--- config.mk ---
export PLATFORM = sky130hd
export DESIGN_NAME = match_pair_relation_check
export DESIGN_NICKNAME = d
export VERILOG_FILES = /design/src/hdl/mprc_pkg.sv /design/src/hdl/mprc_core.sv /design/src/hdl/match_pair_relation_check.sv
export SDC_FILE = /design/constraint.sdc
export NUM_CORES = 2
export LEC_CHECK = 0
export BUFFER_PORTS_ARGS = -buffer_cell sky130_fd_sc_hd__buf_4
export CAP_MARGIN = 20
export CORE_ASPECT_RATIO = 1.2
export CORE_MARGIN = 10
export CORE_UTILIZATION = 31
export CTS_CLUSTER_SIZE = 10
export DETAILED_ROUTE_END_ITERATION = 10
export MAX_ROUTING_LAYER = met4
export PLACE_DENSITY_LB_ADDON = 0.12
export SYNTH_ARGS = -nofsm -noshare
export SYNTH_HDL_FRONTEND = slang
export SYNTH_SLANG_ARGS = --single-unit
--- constraint.sdc ---
create_clock -name clk_i -period 20.7 [get_ports clk_i]
set_input_delay 2.07 -clock clk_i [delete_from_list [all_inputs] [get_ports clk_i]]
set_output_delay 2.07 -clock clk_i [all_outputs]
set_load 0.005 [all_outputs]
--- src/hdl/mprc_pkg.sv ---
// Package for the match pair relation check block.
// Holds field widths, stream word widths and the result type; no dependencies.
`default_nettype none

package mprc_pkg;

  localparam int unsigned StartW  = 33;
  localparam int unsigned LengthW = 32;
  // Signed width for starts, negated starts and their differences.
  localparam int unsigned DiffW   = 36;
  localparam int unsigned SumW    = 40;

  // Input word: start_a, start_b, length_a, length_b, padded to whole bytes.
  localparam int unsigned InPackW = 2 * StartW + 2 * LengthW;
  localparam int unsigned InDataW = ((InPackW + 7) / 8) * 8;
  localparam int unsigned OutDataW = 8;

  // Bit positions of the relation flags.
  localparam int unsigned RelEven  = 0;
  localparam int unsigned RelInter = 1;
  localparam int unsigned RelCont  = 2;

  typedef struct packed {
    logic contains;
    logic evenly_overlaps;
    logic intersects;
  } result_t;

endpackage

`default_nettype wire

--- src/hdl/mprc_core.sv ---
// Per-word relation tracking for the match pair relation check.
// Updates anchors, flips, differences and offset sums; uses mprc_pkg.
`default_nettype none

module mprc_core (
  input  wire logic                          clk_i,
  input  wire logic                          rst_ni,
  input  wire logic                          accept_i,
  input  wire logic [mprc_pkg::StartW-1:0]   start_a_i,
  input  wire logic [mprc_pkg::StartW-1:0]   start_b_i,
  input  wire logic [mprc_pkg::LengthW-1:0]  length_a_i,
  input  wire logic [mprc_pkg::LengthW-1:0]  length_b_i,
  input  wire logic                          last_seq_i,
  output mprc_pkg::result_t                  result_o
);

  localparam int unsigned DW = mprc_pkg::DiffW;
  localparam int unsigned SW = mprc_pkg::SumW;
  localparam int unsigned AW = mprc_pkg::StartW;
  localparam int unsigned LW = mprc_pkg::LengthW;

  logic                 run_q, run_d;
  logic [2:0]           found_q, found_d;
  logic [3:0]           flip_q, flip_d;
  logic [2:0]           alive_q, alive_d;
  logic signed [DW-1:0] ref_q [3];
  logic signed [DW-1:0] ref_d [3];
  logic signed [DW-1:0] rc_q [3];
  logic signed [DW-1:0] rc_d [3];
  logic [AW-1:0]        oref_a_q, oref_a_d, oref_b_q, oref_b_d;
  logic [SW-1:0]        sum_a_q, sum_a_d, sum_b_q, sum_b_d;
  logic [LW-1:0]        held_a_q, held_a_d, held_b_q, held_b_d;

  logic signed [DW-1:0] a_x, b_x, na_x, nb_x, la_x, lb_x, lenrc;
  logic signed [DW-1:0] e_s1, e_s2, e_d, i_s1, i_s2, i_d, c_d;
  logic signed [DW-1:0] l0_s1, l0_s2, l1_s1, l1_s2;
  logic signed [DW-1:0] oref_a_x, oref_b_x, off_a, off_b;
  logic                 a_nz, b_nz, a_neg, b_neg, a_seen, b_seen;
  logic [LW-1:0]        la, lb;

  // True when a later word breaks the relation anchored at slot k.
  function automatic logic breaks(input logic signed [DW-1:0] ref_v,
                                  input logic signed [DW-1:0] rc_v,
                                  input logic signed [DW-1:0] s1,
                                  input logic signed [DW-1:0] s2);
    logic signed [DW-1:0] di;
    di = s2 - s1;
    return !(s2 < 0 && rc_v == di) && (ref_v != di);
  endfunction

  always_comb begin
    a_x   = DW'(signed'(start_a_i));
    b_x   = DW'(signed'(start_b_i));
    na_x  = -a_x;
    nb_x  = -b_x;
    a_nz  = |start_a_i;
    b_nz  = |start_b_i;
    a_neg = start_a_i[AW-1];
    b_neg = start_b_i[AW-1];
    // Lengths are sampled on the first word of a pair.
    la    = run_q ? held_a_q : length_a_i;
    lb    = run_q ? held_b_q : length_b_i;
    la_x  = DW'(la);
    lb_x  = DW'(lb);
    lenrc = lb_x - la_x;
    a_seen = |oref_a_q;
    b_seen = |oref_b_q;
    oref_a_x = DW'(signed'(oref_a_q));
    oref_b_x = DW'(signed'(oref_b_q));

    e_s1 = (b_seen && a_neg) ? na_x : a_x;
    e_s2 = (b_seen && b_neg) ? nb_x : b_x;
    e_d  = e_s2 - e_s1;
    i_s1 = ((a_seen || b_seen) && a_neg) ? na_x : a_x;
    i_s2 = ((a_seen || b_seen) && b_neg) ? nb_x : b_x;
    i_d  = i_s2 - i_s1;
    c_d  = b_x - a_x;
    l0_s1 = flip_q[0] ? na_x : a_x;
    l0_s2 = flip_q[1] ? nb_x : b_x;
    l1_s1 = flip_q[2] ? na_x : a_x;
    l1_s2 = flip_q[3] ? nb_x : b_x;

    run_d   = run_q;
    found_d = found_q;
    flip_d  = flip_q;
    alive_d = alive_q;
    ref_d   = ref_q;
    rc_d    = rc_q;
    held_a_d = held_a_q;
    held_b_d = held_b_q;
    oref_a_d = oref_a_q;
    oref_b_d = oref_b_q;
    sum_a_d  = sum_a_q;
    sum_b_d  = sum_b_q;

    if (accept_i) begin
      run_d    = 1'b1;
      held_a_d = la;
      held_b_d = lb;

      // evenly overlaps: anchored at A's first present index
      if (!found_q[mprc_pkg::RelEven]) begin
        if (a_nz) begin
          found_d[mprc_pkg::RelEven] = 1'b1;
          if (!b_nz) begin
            alive_d[mprc_pkg::RelEven] = 1'b0;
          end else begin
            flip_d[0] = b_seen && a_neg;
            flip_d[1] = b_seen && b_neg;
            ref_d[mprc_pkg::RelEven] = e_d;
            rc_d[mprc_pkg::RelEven]  = lenrc + e_d;
            if (e_d >= la_x || -e_d >= lb_x) alive_d[mprc_pkg::RelEven] = 1'b0;
          end
        end
      end else if (a_nz) begin
        if (l0_s2 == 0) begin
          alive_d[mprc_pkg::RelEven] = 1'b0;
        end else if (breaks(ref_q[mprc_pkg::RelEven], rc_q[mprc_pkg::RelEven],
                            l0_s1, l0_s2)) begin
          alive_d[mprc_pkg::RelEven] = 1'b0;
        end
      end

      // intersects: anchored at the first index where both are present
      if (!found_q[mprc_pkg::RelInter]) begin
        if (a_nz && b_nz) begin
          found_d[mprc_pkg::RelInter] = 1'b1;
          flip_d[2] = (a_seen || b_seen) && a_neg;
          flip_d[3] = (a_seen || b_seen) && b_neg;
          ref_d[mprc_pkg::RelInter] = i_d;
          rc_d[mprc_pkg::RelInter]  = lenrc + i_d;
          if (i_d >= la_x || -i_d >= lb_x) alive_d[mprc_pkg::RelInter] = 1'b0;
        end
      end else if (a_nz && b_nz) begin
        if (breaks(ref_q[mprc_pkg::RelInter], rc_q[mprc_pkg::RelInter], l1_s1, l1_s2)) begin
          alive_d[mprc_pkg::RelInter] = 1'b0;
        end
      end

      // contains: anchored at B's first present index, no flips
      if (!found_q[mprc_pkg::RelCont]) begin
        if (b_nz) begin
          found_d[mprc_pkg::RelCont] = 1'b1;
          ref_d[mprc_pkg::RelCont] = c_d;
          rc_d[mprc_pkg::RelCont]  = lenrc + c_d;
          if (!a_nz || c_d < 0 || la_x < lb_x + c_d) alive_d[mprc_pkg::RelCont] = 1'b0;
        end
      end else if (a_nz || b_nz) begin
        if (breaks(ref_q[mprc_pkg::RelCont], rc_q[mprc_pkg::RelCont], a_x, b_x)) begin
          alive_d[mprc_pkg::RelCont] = 1'b0;
        end
      end

      // generalized offsets against each record's first present start
      off_a = a_neg ? (a_x - la_x - oref_a_x) : (a_x - oref_a_x);
      off_b = b_neg ? (b_x - lb_x - oref_b_x) : (b_x - oref_b_x);
      if (!a_seen) begin
        oref_a_d = start_a_i;
      end else if (a_nz) begin
        sum_a_d = sum_a_q + SW'(off_a);
      end
      if (!b_seen) begin
        oref_b_d = start_b_i;
      end else if (b_nz) begin
        sum_b_d = sum_b_q + SW'(off_b);
      end
    end else begin
      off_a = '0;
      off_b = '0;
    end

    result_o.intersects      = found_d[mprc_pkg::RelInter] && alive_d[mprc_pkg::RelInter];
    result_o.evenly_overlaps = found_d[mprc_pkg::RelEven] && alive_d[mprc_pkg::RelEven];
    result_o.contains        = found_d[mprc_pkg::RelCont] && alive_d[mprc_pkg::RelCont] &&
                               (sum_a_d == sum_b_d);

    // Start the next pair clean.
    if (accept_i && last_seq_i) begin
      run_d    = 1'b0;
      found_d  = '0;
      flip_d   = '0;
      alive_d  = '1;
      oref_a_d = '0;
      oref_b_d = '0;
      sum_a_d  = '0;
      sum_b_d  = '0;
    end
  end

  always_ff @(posedge clk_i or negedge rst_ni) begin
    if (!rst_ni) begin
      run_q    <= 1'b0;
      found_q  <= '0;
      flip_q   <= '0;
      alive_q  <= '1;
      oref_a_q <= '0;
      oref_b_q <= '0;
      sum_a_q  <= '0;
      sum_b_q  <= '0;
    end else begin
      run_q    <= run_d;
      found_q  <= found_d;
      flip_q   <= flip_d;
      alive_q  <= alive_d;
      oref_a_q <= oref_a_d;
      oref_b_q <= oref_b_d;
      sum_a_q  <= sum_a_d;
      sum_b_q  <= sum_b_d;
    end
  end

  always_ff @(posedge clk_i) begin
    ref_q    <= ref_d;
    rc_q     <= rc_d;
    held_a_q <= held_a_d;
    held_b_q <= held_b_d;
  end

endmodule

`default_nettype wire

--- src/hdl/match_pair_relation_check.sv ---
// Top level of the match pair relation check: stream ports and result buffer.
// Instantiates mprc_core; uses mprc_pkg.
`default_nettype none

// One word per sequence index enters per clock cycle while s_tready is high.
// A pair's flags are registered into the output register, which drives the
// master side, or into the skid register while an untaken result holds the
// output register. This two-entry result buffer lets input words keep flowing
// while a result waits; s_tready falls only when both entries hold results.
// No clearing pass is needed after reset.
module match_pair_relation_check (
  input  wire logic                           clk_i,
  input  wire logic                           rst_ni,
  input  wire logic                           s_tvalid,
  output      logic                           s_tready,
  // start_a[32:0], start_b[65:33], length_a[97:66], length_b[129:98], zero pad
  input  wire logic [mprc_pkg::InDataW-1:0]   s_tdata,
  input  wire logic                           s_tlast,    // last_seq
  output      logic                           m_tvalid,
  input  wire logic                           m_tready,
  // intersects[0], evenly_overlaps[1], contains[2], zero pad
  output      logic [mprc_pkg::OutDataW-1:0]  m_tdata
);

  localparam int unsigned AW = mprc_pkg::StartW;
  localparam int unsigned LW = mprc_pkg::LengthW;

  logic              accept;
  logic              push;
  logic              out_ready;
  mprc_pkg::result_t result;
  mprc_pkg::result_t out_q, skid_q;
  logic              out_valid_q, skid_valid_q;

  assign s_tready  = !skid_valid_q;
  assign accept    = s_tvalid && s_tready;
  assign push      = accept && s_tlast;
  assign out_ready = !out_valid_q || m_tready;

  mprc_core u_core (
    .clk_i      (clk_i),
    .rst_ni     (rst_ni),
    .accept_i   (accept),
    .start_a_i  (s_tdata[AW-1:0]),
    .start_b_i  (s_tdata[2*AW-1:AW]),
    .length_a_i (s_tdata[2*AW+LW-1:2*AW]),
    .length_b_i (s_tdata[2*AW+2*LW-1:2*AW+LW]),
    .last_seq_i (s_tlast),
    .result_o   (result)
  );

  always_ff @(posedge clk_i or negedge rst_ni) begin
    if (!rst_ni) begin
      out_valid_q  <= 1'b0;
      skid_valid_q <= 1'b0;
    end else if (out_ready) begin
      // drain the skid entry first; no push can coincide with it
      out_valid_q  <= skid_valid_q || push;
      skid_valid_q <= 1'b0;
    end else if (push) begin
      skid_valid_q <= 1'b1;
    end
  end

  always_ff @(posedge clk_i) begin
    if (out_ready) begin
      out_q <= skid_valid_q ? skid_q : result;
    end else if (push) begin
      skid_q <= result;
    end
  end

  assign m_tvalid = out_valid_q;
  assign m_tdata  = {{(mprc_pkg::OutDataW - 3){1'b0}},
                     out_q.contains, out_q.evenly_overlaps, out_q.intersects};

endmodule

`default_nettype wire

==> reports/qor.csv <==
stage;metric;value;unit
routing;Routed WL per cell;27.5;microns
routing;DRC Markers;0;
yosys;Netlist Area Pre-Place;59200;sq um
floorplanning;Initial Utilization;31.2;%
placement;Port Buffers;139;
clock_tree;clock-pin slew on the worst setup and hold paths;60;ps
clock_tree;post-cts resize count;0;
placement;Final HPWL DP;230000;microns
yosys;Post-synth EDFFs;284;
placement;Post-Place Worst Slack;8050;ps
timing;RSZ-0062 raised after global routing;false;
routing;total wire length;271000;microns
global_routing;GRT Overall Usage;25.9;%
clock_tree;Skew-Pair Late Insertion Delay;700;ps
yosys;count leader, synth;ha_1;
yosys;synth cell count leaders;ha_1 (712), xnor2_1 (680), nand2_1 (637), a21oi_1 (621), nor2_1 (595);
clock_tree;Num CTS Buffers;66;
yosys;syn avg cell area;8.22;sq um
timing;Setup WS post-layout;8450;ps
finish;fraction of layout instances using a drive strength above 1;6.91;%
global_routing;global route overflow;0;
timing;Max Freq;0.0816;GHz
routing;TritonRoute pass-1 iters;5;
timing;Hold Worst Slack;507;ps
placement;RePlAce Congestion;1.01;
clock_tree;maximum root-to-sink buffer count;3;
yosys;synthesized instance count;7200;
critical_path;crit path max fanout;10;
finish;area of the multi-input gates;44600;sq um
routing;DRT iter0 DRCs;3786;
routing;routed vias/inst;5.59;
global_routing;number of global-route vias before repair;56000;
run_status;status;completed;
yosys;Netlist cell types;108;
yosys;main flop type after synthesis;edfxtp_1;
floorplanning;Die Y;499;microns
timing;Slew Limit Fails;0;
finish;Layout Nets;8263;
yosys;async set or reset register ratio after synthesis;35.9;%
flow_run;maxcap violations;0;
timing;Clock Skews;45.5;ps
yosys;post-synth top area share;15.1;%
global_routing;initial antenna violation count;28;
timing;Slew headroom;17.2;%
clock_tree;clk sinks;443;
worst_hold_path;Tightest Hold Check Type;flip-flop to flip-flop;
routing;routed vias;55200;
critical_path;critical path class;primary input to flip-flop;
finish;FILL cells;20100;
finish;Storage cell area;12500;sq um
timing;Setup violations, final;0;
yosys;Synth Register Bits;443;
timing;sum of negative setup slack;0;ps
floorplanning;row count;175;
finish;final core occ;34.8;%
timing;Final Hold Viols;0;
clock_tree;Setup Buffers After CTS;0;
global_routing;first-pass GRT wire length;385000;microns
yosys;warnings from Yosys;0;
floorplanning;Core Region;190000;sq um
critical_path;Crit-path slowest cell;nor4_1;
timing;fin crit share;59.2;%
critical_path;CP Capture Type;flip-flop;
timing;post-layout minimum cycle time;12250;ps
clock_tree;CTS Hold Bufs;0;
global_routing;largest net degree at the start of global routing;66;
timing;Slew @ Worst Pin;1230;ps
clock_tree;H-tree lvl count;3;
floorplanning;I/O Pins;151;
yosys;area leader, netlist;ha_1;
yosys;Area contributors post-synth;ha_1 (15%), edfxtp_1 (14%), xnor2_1 (10%);
critical_path;critical path arrival;12830;ps
floorplanning;Die ar.;209000;sq um
critical_path;WP data required;21280;ps
critical_path;Slowest Stage Delay on Critical Path;800;ps
floorplanning;chip width;419;microns
clock_tree;TritonCTS clock tree;built;
yosys;sequential-to-total area share from yosys stat;21.2;%
clock_tree;Root Driver;clkbuf_16;
routing;antenna viol nets, final;0;
critical_path;Critical Path Source Type;primary input;
finish;area grow syn2layout;11.5;%
through the flow:
stage	std cells	area [sq um]
after global routing	9866	65900
after floorplan	7204	59200
after detailed placement	9737	63700
after global placement	9735	63700
after CTS	9856	65900
final	9874	66000
cell type report:
| cell class | instances | share of cell area, % |
|---|---|---|
| Antenna cell | 13 | 0.0493 |
| Clock buffer | 87 | 2.79 |
| Clock inverter | 32 | 0.558 |
| Inverter | 346 | 1.97 |
| Multi-Input combinational cell | 6184 | 67.6 |
| Sequential cell | 443 | 19.0 |
| Tap cell | 2478 | 4.70 |
| Timing Repair Buffer | 291 | 3.33 |
path summary, 6_finish.rpt:
kind                                         start                 end  slack, ps  cells after the start
min in group asynchronous                   rst_ni   u_core.sum_a_q[1]       1350                      1
worst max register to register        u_core.run_q          m_tdata[2]       9480                     34
worst max-delay path                    s_tdata[1]          m_tdata[0]       8450                     29
worst min register to register  u_core.oref_b_q[7]  u_core.oref_b_q[7]        510                      1
worst min-delay path            u_core.oref_b_q[7]  u_core.oref_b_q[7]        510                      1
max in group asynchronous                   rst_ni        u_core.run_q      18030                      2
layout by cell type (no fill, tap or decap), drive strengths merged, types with 82 or more instances in the layout:
cell      n
o21ai   375
inv     327
nor4     82
clkbuf   88
nor2    595
nor3    169
edfxtp  284
nand2   637
nand4   114
nand3   145
xor2    289
or3      84
o21a     96
nand2b  115
mux2i   108
ha      712
dfrtp   156
xnor2   681
nor2b    90
a21o    268
a21oi   621
buf     289
cells by family after synthesis:
logic type	after synthesis	share of synthesized area, %
other	1	0.00634
xor gates and xnor gates	977	14.6
AOI/OAI and AO/OA	1994	21.9
adders and majority gates	790	17.7
muxes	117	2.00
buffers and inverters	577	3.70
DFF	443	21.2
and+or+nand+nor	2301	18.9
flip-flops by register name (all words and copies together), names as in the netlist, 32 cells and up:
register / cells
u_core.oref_b_q: 33
u_core.ref_q: 106
u_core.oref_a_q: 33
u_core.held_a_q: 32
u_core.sum_b_q: 40
u_core.rc_q: 108
u_core.sum_a_q: 40
u_core.held_b_q: 32
per-layer routing:
layer	up-vias	track usage (%)	routed length [microns]
met2	1349	44.9	134000
met1	26900	29.5	111000
met3	427	1.95	9320
met5	-	-	0
li1	26600	-	-
met4	0	13.9	17300
critical path: cells and delay by family:
| kind | cells | cell delay, ps |
|---|---|---|
| simple gates | 17 | 6630 |
| compound gates | 5 | 1820 |
| fa+ha+maj | 3 | 1130 |
| xor+xnor | 1 | 490 |
| buf+inv | 2 | 440 |
| mux | 1 | 220 |
Power is left out: the tool's default activity adds up to more than one toggle a clock period on the data nets, which glitch-free logic cannot reach.
